[config.mk]
export PLATFORM = sky130hd
export DESIGN_NAME = mutex_lock_table
export DESIGN_NICKNAME = d
export VERILOG_FILES = /design/src/sv/mlt_pkg.sv /design/src/sv/mlt_update.sv /design/src/sv/mutex_lock_table.sv
export VERILOG_INCLUDE_DIRS = /design/src /design/src/sv
export SDC_FILE = /design/constraint.sdc
export NUM_CORES = 1
export LEC_CHECK = 0
export BUFFER_PORTS_ARGS = -buffer_cell sky130_fd_sc_hd__buf_2
export CORE_UTILIZATION = 35
export DETAILED_ROUTE_END_ITERATION = 16
export GPL_ROUTABILITY_DRIVEN = 0
export MAX_ROUTING_LAYER = met4
export PLACE_DENSITY_LB_ADDON = 0.05
export SYNTH_ARGS = -nofsm -noshare
export SYNTH_HDL_FRONTEND = slang
export SYNTH_SLANG_ARGS = --single-unit
[constraint.sdc]
create_clock -name clock -period 5.4 [get_ports clock]
set_clock_uncertainty 0.1 [all_clocks]
set_input_delay 1.08 -clock clock [delete_from_list [all_inputs] [get_ports clock]]
set_output_delay 1.08 -clock clock [all_outputs]
set_load 0.03 [all_outputs]
[src/sv/mutex_lock_table_assert.svh]
// Assertion macros for the RTL of the mutex lock table.
`ifndef MUTEX_LOCK_TABLE_ASSERT_SVH
`define MUTEX_LOCK_TABLE_ASSERT_SVH

// Same-cycle implication, checked outside reset.
`define MLT_ASSERT_NOW(label, clk, rst, cond, expr) \
   label: assert property (@(posedge clk) disable iff (rst) (cond) |-> (expr)) \
      else $error("mutex lock table: same-cycle check failed");

// Next-cycle implication, checked outside reset.
`define MLT_ASSERT_NEXT(label, clk, rst, cond, expr) \
   label: assert property (@(posedge clk) disable iff (rst) (cond) |=> (expr)) \
      else $error("mutex lock table: next-cycle check failed");

`endif

[src/sv/mlt_pkg.sv]
package mlt_pkg;

   // table geometry
   localparam int MUTEX_COUNT = 16;
   localparam int INDEX_BITS  = 4;
   localparam int ENTRY_BITS  = (MUTEX_COUNT > 1) ? $clog2(MUTEX_COUNT) : 1;
   localparam int COUNT_BITS  = 11;
   localparam int TID_BITS    = 16;
   localparam int WORD_BITS   = 16;

   // lock word layout
   localparam int CNT_SHIFT   = 2;
   localparam int SHARED_BIT  = 13;
   localparam int TYPE_LSB    = 14;

   localparam logic [WORD_BITS-1:0] W_DESTROYED = 16'hffff;
   localparam logic [WORD_BITS-1:0] W_CNT_ONE   = WORD_BITS'(1) << CNT_SHIFT;

   localparam logic [1:0] LS_UNLOCKED  = 2'd0;
   localparam logic [1:0] LS_LOCKED    = 2'd1;
   localparam logic [1:0] LS_CONTENDED = 2'd2;

   localparam logic [1:0] MT_NORMAL     = 2'd0;
   localparam logic [1:0] MT_RECURSIVE  = 2'd1;
   localparam logic [1:0] MT_ERRORCHECK = 2'd2;

   // request codes
   localparam logic [1:0] FUNC_INIT    = 2'd0;
   localparam logic [1:0] FUNC_LOCK    = 2'd1;
   localparam logic [1:0] FUNC_UNLOCK  = 2'd2;
   localparam logic [1:0] FUNC_DESTROY = 2'd3;

   // status codes
   localparam logic [2:0] ST_OK        = 3'd0;
   localparam logic [2:0] ST_BUSY      = 3'd1;
   localparam logic [2:0] ST_AGAIN     = 3'd2;
   localparam logic [2:0] ST_DEADLOCK  = 3'd3;
   localparam logic [2:0] ST_NOTOWNER  = 3'd4;
   localparam logic [2:0] ST_INVALID   = 3'd5;
   localparam logic [2:0] ST_DESTROYED = 3'd6;
   localparam logic [2:0] ST_WAIT      = 3'd7;

   typedef struct packed {
      logic [1:0]  func;
      logic [3:0]  mutex_index;
      logic        handle_valid;
      logic [15:0] caller_id;
      logic        attr_present;
      logic        attr_shared;
      logic [3:0]  attr_type;
   } req_type;

   typedef struct packed {
      logic [2:0] status;
      logic       wake_one;
   } rsp_type;

   typedef struct packed {
      logic [TID_BITS-1:0]  owner;
      logic [WORD_BITS-1:0] word;
   } entry_type;

   typedef struct packed {
      logic      wr_en;
      entry_type entry;
      rsp_type   rsp;
   } upd_type;

endpackage

[src/sv/mlt_update.sv]
module mlt_update (
   input  mlt_pkg::req_type   req,
   input  mlt_pkg::entry_type cur,
   output mlt_pkg::upd_type   upd
);
   import mlt_pkg::*;

   localparam logic [INDEX_BITS:0] INDEX_LIMIT = (INDEX_BITS+1)'(MUTEX_COUNT);

   logic [WORD_BITS-1:0]  w;
   logic [1:0]            mtype;
   logic                  sh;
   logic [1:0]            lstate;
   logic [COUNT_BITS-1:0] cnt;
   logic [TID_BITS-1:0]   tid;
   logic                  in_range;
   logic                  is_owner;

   assign w        = cur.word;
   assign mtype    = w[TYPE_LSB +: 2];
   assign sh       = w[SHARED_BIT];
   assign lstate   = w[1:0];
   assign cnt      = w[CNT_SHIFT +: COUNT_BITS];
   assign tid      = req.caller_id[TID_BITS-1:0];
   assign in_range = {1'b0, req.mutex_index} < INDEX_LIMIT;
   assign is_owner = (lstate != LS_UNLOCKED) && (tid == cur.owner);

   // work out the new entry and the result for one request
   always_comb begin
      upd = '0;
      upd.entry = cur;
      upd.rsp.status = ST_OK;
      if (!req.handle_valid || !in_range) begin
         upd.rsp.status = ST_INVALID;
      end else begin
         upd.wr_en = 1'b1;
         case (req.func)
            FUNC_INIT: begin
               upd.entry = '0;
               if (req.attr_present) begin
                  if (req.attr_type inside {4'd0, 4'd1, 4'd2}) begin
                     upd.entry.word[SHARED_BIT] = req.attr_shared;
                     upd.entry.word[TYPE_LSB +: 2] = req.attr_type[1:0];
                  end else begin
                     upd.rsp.status = ST_INVALID;
                  end
               end
            end
            FUNC_LOCK: begin
               if (w == W_DESTROYED) begin
                  upd.rsp.status = ST_DESTROYED;
               end else if (mtype == MT_NORMAL) begin
                  upd.entry.word = '0;
                  upd.entry.word[SHARED_BIT] = sh;
                  if (lstate == LS_UNLOCKED) begin
                     upd.entry.word[1:0] = LS_LOCKED;
                  end else begin
                     upd.entry.word[1:0] = LS_CONTENDED;
                     upd.rsp.status = ST_WAIT;
                  end
               end else if (is_owner) begin
                  if (mtype == MT_ERRORCHECK) begin
                     upd.rsp.status = ST_DEADLOCK;
                  end else if (&cnt) begin
                     upd.rsp.status = ST_AGAIN;
                  end else begin
                     upd.entry.word = w + W_CNT_ONE;
                  end
               end else if (lstate == LS_UNLOCKED) begin
                  upd.entry.word = '0;
                  upd.entry.word[TYPE_LSB +: 2] = mtype;
                  upd.entry.word[SHARED_BIT] = sh;
                  upd.entry.word[1:0] = LS_LOCKED;
                  upd.entry.owner = tid;
               end else begin
                  if (lstate == LS_LOCKED) begin
                     upd.entry.word[1:0] = LS_CONTENDED;
                  end
                  upd.rsp.status = ST_WAIT;
               end
            end
            FUNC_UNLOCK: begin
               if (w == W_DESTROYED) begin
                  upd.rsp.status = ST_DESTROYED;
               end else if (mtype == MT_NORMAL) begin
                  upd.entry.word = '0;
                  upd.entry.word[SHARED_BIT] = sh;
                  upd.rsp.wake_one = (lstate == LS_CONTENDED);
               end else if (!is_owner) begin
                  upd.rsp.status = ST_NOTOWNER;
               end else if (cnt != '0) begin
                  upd.entry.word = w - W_CNT_ONE;
               end else begin
                  upd.entry.owner = '0;
                  upd.entry.word = '0;
                  upd.entry.word[TYPE_LSB +: 2] = mtype;
                  upd.entry.word[SHARED_BIT] = sh;
                  upd.rsp.wake_one = (lstate == LS_CONTENDED);
               end
            end
            default: begin
               // destroy
               if (w == W_DESTROYED) begin
                  upd.rsp.status = ST_DESTROYED;
               end else if (lstate == LS_UNLOCKED) begin
                  upd.entry.word = W_DESTROYED;
               end else begin
                  upd.rsp.status = ST_BUSY;
               end
            end
         endcase
      end
   end

endmodule

[src/sv/mutex_lock_table.sv]
// Flow: a taken request moves into the update stage with its table read; then
// its update is written back and its result goes into the output register.
// Throughput: one request per cycle while the input is not stalled; a write to
// the entry the next request reads is forwarded around the table memory.
// Reset: entry valid bits clear at once, so every mutex reads as a normal,
// private, unlocked mutex with no owner; the pipeline and output empty.
`include "mutex_lock_table_assert.svh"

module mutex_lock_table (
   input  logic             clock,
   input  logic             reset,
   input  logic             req_valid,
   output logic             req_stall,
   input  mlt_pkg::req_type req_data,
   output logic             rsp_valid,
   input  logic             rsp_stall,
   output mlt_pkg::rsp_type rsp_data
);
   import mlt_pkg::*;

   entry_type              table_mem [MUTEX_COUNT];
   logic [MUTEX_COUNT-1:0] ent_valid_ff;

   logic                   s1_valid_ff;
   req_type                s1_req_ff;
   entry_type              rd_entry_ff;
   logic                   rd_valid_ff;
   logic                   fwd_hit_ff;
   entry_type              fwd_entry_ff;

   logic                   out_valid_ff;
   rsp_type                out_data_ff;

   logic                   advance;
   logic                   req_accept;
   logic                   wr_en;
   logic [ENTRY_BITS-1:0]  wr_idx;
   logic [ENTRY_BITS-1:0]  rd_idx;
   entry_type              cur_entry;
   upd_type                upd;

   assign advance    = s1_valid_ff && (!out_valid_ff || !rsp_stall);
   assign req_stall  = s1_valid_ff && !advance;
   assign req_accept = req_valid && !req_stall;
   assign wr_en      = advance && upd.wr_en;
   assign wr_idx     = s1_req_ff.mutex_index[ENTRY_BITS-1:0];
   assign rd_idx     = req_data.mutex_index[ENTRY_BITS-1:0];

   // pick forwarded, stored or reset value of the entry
   always_comb begin
      if (fwd_hit_ff) begin
         cur_entry = fwd_entry_ff;
      end else if (rd_valid_ff) begin
         cur_entry = rd_entry_ff;
      end else begin
         cur_entry = '0;
      end
   end

   mlt_update u_update (
      .req (s1_req_ff),
      .cur (cur_entry),
      .upd (upd)
   );

   // table memory: write back the update, read for the next item
   always_ff @(posedge clock) begin
      if (wr_en) begin
         table_mem[wr_idx] <= upd.entry;
      end
      if (req_accept) begin
         rd_entry_ff  <= table_mem[rd_idx];
         fwd_entry_ff <= upd.entry;
         s1_req_ff    <= req_data;
      end
   end

   // entry valid bits and read-side flags
   always_ff @(posedge clock) begin
      if (reset) begin
         ent_valid_ff <= '0;
         rd_valid_ff  <= 1'b0;
         fwd_hit_ff   <= 1'b0;
      end else begin
         if (wr_en) begin
            ent_valid_ff[wr_idx] <= 1'b1;
         end
         if (req_accept) begin
            rd_valid_ff <= ent_valid_ff[rd_idx];
            fwd_hit_ff  <= wr_en && (wr_idx == rd_idx);
         end
      end
   end

   // advance the item through the update stage
   always_ff @(posedge clock) begin
      if (reset) begin
         s1_valid_ff <= 1'b0;
      end else if (req_accept) begin
         s1_valid_ff <= 1'b1;
      end else if (advance) begin
         s1_valid_ff <= 1'b0;
      end
   end

   // hold the result until it is taken
   always_ff @(posedge clock) begin
      if (reset) begin
         out_valid_ff <= 1'b0;
      end else if (advance) begin
         out_valid_ff <= 1'b1;
      end else if (!rsp_stall) begin
         out_valid_ff <= 1'b0;
      end
   end

   always_ff @(posedge clock) begin
      if (advance) begin
         out_data_ff <= upd.rsp;
      end
   end

   assign rsp_valid = out_valid_ff;
   assign rsp_data  = out_data_ff;

   `MLT_ASSERT_NOW(a_wake, clock, reset, rsp_valid && rsp_data.wake_one, rsp_data.status == ST_OK)
   `MLT_ASSERT_NOW(a_write_in_stage, clock, reset, wr_en, s1_valid_ff)
   `MLT_ASSERT_NEXT(a_accept_fills, clock, reset, req_accept, s1_valid_ff)
   `MLT_ASSERT_NEXT(a_write_sets_valid, clock, reset, wr_en, ent_valid_ff[$past(wr_idx)])

endmodule

==> results of run 1 <==
==> kinds of logic after synthesis <==
group / Yosys count / share of synthesized area, %
muxes: 167 / 14.39
buffers and inverters: 88 / 1.393
DFF: 629 / 71.97
adders and majority gates: 8 / 0.3759
and+or+nand+nor: 245 / 4.963
xor gates and xnor gates: 26 / 0.8770
AOI/OAI and AO/OA: 207 / 6.024
==> synthesized netlist by cell type (all sizes together), types with 7 or more instances <==
| library cell | n | area share (%) |
|---|---|---|
| and2 | 11 | 0.27 |
| a21oi | 23 | 0.44 |
| xor2 | 15 | 0.51 |
| nor2 | 83 | 1.2 |
| inv | 14 | 0.20 |
| nor4 | 7 | 0.27 |
| nor3 | 16 | 0.31 |
| nand2 | 50 | 0.74 |
| nand3 | 24 | 0.48 |
| nand4 | 7 | 0.17 |
| o21a | 16 | 0.46 |
| a31oi | 7 | 0.17 |
| edfxtp | 609 | 70 |
| clkbuf | 45 | 0.66 |
| o2bb2ai | 16 | 0.78 |
| o21ai | 39 | 0.75 |
| buf | 29 | 0.53 |
| mux4 | 165 | 14 |
| o22ai | 11 | 0.27 |
| dfxtp | 20 | 1.5 |
| a22oi | 26 | 0.75 |
| xnor2 | 11 | 0.37 |
| ha | 7 | 0.34 |
| nand4b | 14 | 0.53 |
==> metal layers <==
| metal | share of wire [%] | vias up | global-route usage, % |
|---|---|---|---|
| met3 | 4.7 | 95 | 2.636 |
| met1 | 47 | 7400 | 27.79 |
| met5 | 0 | - | - |
| met4 | 1.7 | 0 | 4.825 |
| li1 | - | 5908 | - |
| met2 | 47 | 356 | 29.74 |
==> metrics by stage <==
stage	worst slack (ns)	cells	hold WS (ns)	utilization (%)
4_1_cts	0.8663	2474	0.3710	40.84
3_5_place_dp	0.8464	2349	0.3585	37.86
3_3_place_gp	1.051	2349	0.3465	37.86
2_1_floorplan	0.7649	1370	0.3348	-
5_1_grt	0.5594	2474	0.3956	40.85
6_report	0.8859	2474	0.3661	40.85
==> state kept, by name, summed over array words and instances (netlist names) <==
name          cells
ent_valid_ff     16
fwd_entry_ff     32
fwd_hit_ff        1
rd_entry_ff      32
rd_valid_ff       1
rsp_data          4
rsp_valid         1
s1_req_ff        25
s1_valid_ff       1
table_mem       512
wr_idx            4
==> worst paths after layout <==
path                                                    from                           end  slack [ns]  cells past startpoint
worst min-delay path            ent_valid_ff[4]$_SDFFE_PP0P_  ent_valid_ff[4]$_SDFFE_PP0P_        0.37                      2
worst min register to register  ent_valid_ff[4]$_SDFFE_PP0P_  ent_valid_ff[4]$_SDFFE_PP0P_        0.37                      2
worst max-delay path                 fwd_hit_ff$_SDFFE_PP0P_    table_mem[1][21]$_DFFE_PP_        0.89                     13
worst max register to register       fwd_hit_ff$_SDFFE_PP0P_    table_mem[1][21]$_DFFE_PP_        0.89                     13
==> report_power, final <==
part           leakage (nW)  internal [W]  switching [W]
sequential             6.11       0.00540      0.0000622
combinational          2.52      0.000171       0.000249
clock                  1.07       0.00261        0.00195
total                  9.69       0.00818        0.00226
==> worst max-delay path, stage by stage, from the launching register on <==
cell       delay [ns]
dfxtp_2          0.58
buf_4            0.33
nand2_1          0.09
and2_1           0.20
inv_1            0.09
ha_1             0.22
inv_1            0.07
a21oi_1          0.44
nand4_1          0.33
nand2_1          0.18
o31a_1           0.18
o32ai_4          0.15
buf_4            0.26
o2bb2ai_1        0.89
==> final cells by class <==
class                      count  share of cell area [%]
tap                          959                   4.013
inverter                      14                  0.1841
sequential                   629                   62.50
multi-input combinational    653                   23.54
timing repair buffer          94                   2.481
clock inverter                38                  0.9331
clock buffer                  87                   6.351
==> reports/metrics.yaml, run 1 <==
run_status:
  status: "complete, but fails checks"
  violations: "design-rule violations"
synth:
  syn-cell-area_um2: 25960
  ys_seq_area_share_pct: 71.97
  syn_area_per_cell_um2: 18.95
  yosys_register_bits: 629
  synth.net_count: 1410
  yosys_warnings: 0
  synthArstFlopShare_pct: 0
  synth_ff_type: "edfxtp_1"
  ys_types: 83
  synthCells: 1370
  synth-edff-count: 609
worst_setup_path:
  critPathKind: "reg2reg"
  crit_required_ns: 5.55
  startpoint_type: "register"
  worst-endpoint-arrival_ns: 4.66
  cp-end-kind: "register"
  path_max_fanout: 21
place:
  portBuffers: 38
  hpwl_um: 41080
  place_area_um2: 27720
worst_hold_path:
  worstHoldPathType: "reg2reg"
detailed_routing:
  routedWlPerCell_um: 28.25
  vias: 13759
  routed_via_density: 5.561
  drt_iter0_drc: 1198
  ant_nets: 0
  dr.pass1.iters: 14
  drt_drc_violations_left: 7
  routed_wirelength_um: 69900
pwr:
  power_w: 0.01044
  leakagePower_nw: 9.694
  peakVddDrop_uv: 237.4
  p_per_area_nw_per_um2: 349.1
clock_network:
  cts_tree: "yes"
  cts_root_buf: "clkbuf_16"
  cts_setup_buffers: 0
  postCtsResizedCells: 0
  clk_pin_slew_ns: 0.06
  ctsHoldBuffers: 0
  clock_path_buffers: 3
  numCtsBuffers: 72
  clock_latency_ns: 0.62
  htreeDepth: 3
  cts_sinks: 629
sta:
  slew_violations: 0
  max_clock_freq_mhz: 221.5
  max_slew_margin_pct: 13.29
  period_needed_ns: 4.514
  finalSetupTns_ns: 0
  min_period_over_period_pct: 83.59
  setup_violations: 0
  worst_pin_slew_ns: 1.301
  rsz0062_at_grt: "no"
  hold_violations: 0
die:
  num_rows: 99
  initial_core_util_pct: 35.47
  die_h_um: 274.4
  io-pin-count: 39
  die_area_um2: 75280
  coreArea_um2: 73210
  fp.dieW_um: 274.4
finish:
  finalInstanceArea_um2: 29900
  final_common_cell: "edfxtp_1"
  syn_to_final_growth_pct: 15.17
  fillCellCount: 6513
  layout-drive-gt1-share_pct: 26.86
  seq_area_um2: 18690
  antennaDiodeCount: 0
  layout_common_cells: "edfxtp_1 (609), mux4_2 (165), clkbuf_16 (73)"
  final_nets: 1504
  multi_input_comb_area_um2: 7039
global_routing:
  grt_overflow: 0
  grt_max_degree: 63
  grt_pass1_vias: 14211
  antenna_found_initial: 2
  track_usage_pct: 19.57
  grt_pass1_wl_um: 102200
job:
  maxCapViolCount: 0
No activity file was read; power rests on OpenSTA's default activity.
==> inputs of run 2 (changes only) <==
==> constraint.sdc (replaced) <==
create_clock -name clock -period 4.6 [get_ports clock]
set_clock_uncertainty 0.1 [all_clocks]
set_input_delay 0.92 -clock clock [delete_from_list [all_inputs] [get_ports clock]]
set_output_delay 0.92 -clock clock [all_outputs]
set_load 0.03 [all_outputs]
==> run 2 against run 1 <==
The run still ends with design-rule violations left. Die area is the same. Sequential share of layout area shrank 0.61 points. Design area grew 0.99%. Combinational power grew 22%. Clock power grew 15%. Worst setup slack lost 0.62 ns. Critical path depth grew 1. First-iteration DRC count grew 17%. Critical endpoint is now table_mem[14][31]$_DFFE_PP_. Largest cell class unchanged.
==> reports/metrics.yaml, run 2 (same netlist as run 1, synthesis figures left out) <==
clock_network:
  clock_path_buffers: 3  # unchanged
  clk_pin_slew_ns: 0.05  # about the same
  cts_tree: "yes"
  htreeDepth: 3  # unchanged
  cts_root_buf: "clkbuf_16"
  cts_sinks: 629  # unchanged
  clock_latency_ns: 0.60  # -0.02 ns
  ctsHoldBuffers: 0  # unchanged
  numCtsBuffers: 70  # -2.8%
sta:
  max_slew_margin_pct: 20.02  # +6.7 points
  whs_ns: 0.3626  # -0.003512 ns
  setup_violations: 0  # unchanged
  max_clock_freq_mhz: 230.8  # +4.2%
  finalSetupTns_ns: 0  # unchanged
  worst_pin_slew_ns: 1.200  # -0.1010 ns
  rsz0062_at_grt: "yes"
  hold_violations: 0  # unchanged
  min_period_over_period_pct: 94.20  # +11 points
  slew_violations: 0  # unchanged
  setup_slack_ns: 0.2670  # -0.6189 ns
  period_needed_ns: 4.333  # -0.1811 ns
detailed_routing:
  routedWlPerCell_um: 28.80  # +1.9%
  dr.pass1.iters: 13  # -1
  routed_wirelength_um: 71640  # +2.5%
  drt_drc_violations_left: 7  # unchanged
  dr_wl_met3_um: 3686  # +13%
  routed_via_density: 5.622  # +1.1%
  routedLengthMet1_um: 33440  # +1.8%
  drt_iter0_drc: 1398  # +17%
  wl_met2_um: 32910  # +1.1%
  top_layer: "met4"
  vias: 13988  # +1.7%
  ant_nets: 0  # unchanged
pwr:
  leakagePower_nw: 9.797  # +1.1%
  p_per_area_nw_per_um2: 403.2  # +16%
  peakVddDrop_uv: 220.9  # -7.0%
  power_w: 0.01218  # +17%
worst_setup_path:
  worstReg2RegStart: "rd_valid_ff$_SDFFE_PP0P_"
  path_max_fanout: 17  # -19%
  crit_start: "rd_valid_ff$_SDFFE_PP0P_"
  cp-end-kind: "register"
  worst-endpoint-arrival_ns: 4.54  # -0.12 ns
  startpoint_type: "register"
  reg2reg_depth: 14  # +1
  crit_path_end: "table_mem[14][31]$_DFFE_PP_"
  crit_required_ns: 4.81  # -0.74 ns
  r2r_setup_slack_ns: 0.27  # -0.62 ns
  r2r_end: "table_mem[14][31]$_DFFE_PP_"
  critPathKind: "reg2reg"
global_routing:
  antenna_found_initial: 1  # -1
  grt_pass1_vias: 14423  # +1.5%
  grt_overflow: 0  # unchanged
  grt_pass1_wl_um: 103300  # +1.1%
  grt_max_degree: 49  # -22%
  track_usage_pct: 20.02  # +0.45 points
finish:
  final_common_cell: "edfxtp_1"
  regMostFlops: "table_mem"
  layout-drive-gt1-share_pct: 27.47  # +0.60 points
  antennaDiodeCount: 0  # unchanged
  syn_to_final_growth_pct: 16.31
  largest_reg_flops: 512  # unchanged
  layout_common_cells: "edfxtp_1 (609), mux4_2 (165), clkbuf_16 (75)"
  reg_top3: "table_mem: 512 flops, fwd_entry_ff: 32 flops, rd_entry_ff: 32 flops"
  final_nets: 1517  # +0.86%
die:
  num_rows: 99  # unchanged
  coreArea_um2: 73210  # unchanged
  io-pin-count: 39  # unchanged
  die_area_um2: 75280  # unchanged
  die_h_um: 274.4  # unchanged
  initial_core_util_pct: 35.47  # unchanged
  fp.dieW_um: 274.4  # unchanged
worst_hold_path:
  hold_path_startpoint: "ent_valid_ff[6]$_SDFFE_PP0P_"
  worstHoldPathType: "reg2reg"
place:
  portBuffers: 38  # unchanged
  pre_cts_ws_ns: -0.03241  # -0.8788 ns
  hpwl_um: 41270  # +0.47%
run_status:
  violations: "design-rule violations"
  status: "complete, but fails checks"
job:
  maxCapViolCount: 0  # unchanged
==> run 2: critical path, cell delays in order (launching register included) <==
cell and delay (ns):
dfxtp_1 0.62, buf_4 0.23, and2b_1 0.40, a22oi_1 0.28, inv_1 0.18, ha_1 0.16, inv_1 0.05, a221oi_1 0.36
nand4_1 0.29, nand2_1 0.20, o31a_1 0.19, o32ai_4 0.11, buf_12 0.19, buf_4 0.17, o2bb2ai_2 0.51
==> run 2: worst min-delay path by stage <==
stage	end	slack, ns	depth (start not counted)
CTS	s1_req_ff[1]$_DFFE_PP_	0.35	1
detailed placement	ent_valid_ff[11]$_SDFFE_PP0P_	0.35	2
finish	ent_valid_ff[6]$_SDFFE_PP0P_	0.36	2
global placement	ent_valid_ff[9]$_SDFFE_PP0P_	0.34	2
floorplan	ent_valid_ff[10]$_SDFFE_PP0P_	0.33	2
global route	s1_req_ff[1]$_DFFE_PP_	0.37	1
==> run 2: layer usage <==
layer	vias to the layer above	global-route usage, %
met5	-	-
li1	5927	-
met1	7545	28.29
met2	416	29.70
met4	0	6.111
met3	100	3.179
==> run 2: what timing repair did <==
action                                  CTS  global route
cloned                                    0             0
buffers inserted                          3             1
endpoints found under the setup margin   85           286
pin swaps                                 1             1
gates resized for setup                   0            15
==> run 2: power breakdown <==
group	internal, W	switching, W	total (W)
combinational	0.000211	0.000302	0.000513
clock	0.00306	0.00219	0.00525
sequential	0.00634	0.0000726	0.00641
==> run 2: per-stage QoR <==
| stage | instances | util [%] | area (µm²) |
|---|---|---|---|
| after global routing | 2488 | 41.25 | 30200 |
| after CTS | 2487 | 41.06 | 30060 |
| after floorplan | 1370 | - | 25960 |
| after detailed placement | 2360 | 38.08 | 27880 |
| after global placement | 2360 | 38.08 | 27880 |
| final | 2488 | 41.25 | 30200 |
==> run 2: area by class of cell <==
type                    count  area [µm²]
clock buffers             101        1984
clock inverters            23       158.9
fillers                  6453       43010
inverters                  14       55.05
multi-input cells         653        7171
flip-flops and latches    629       18690
well taps                 959        1200
repair buffers            109       942.2
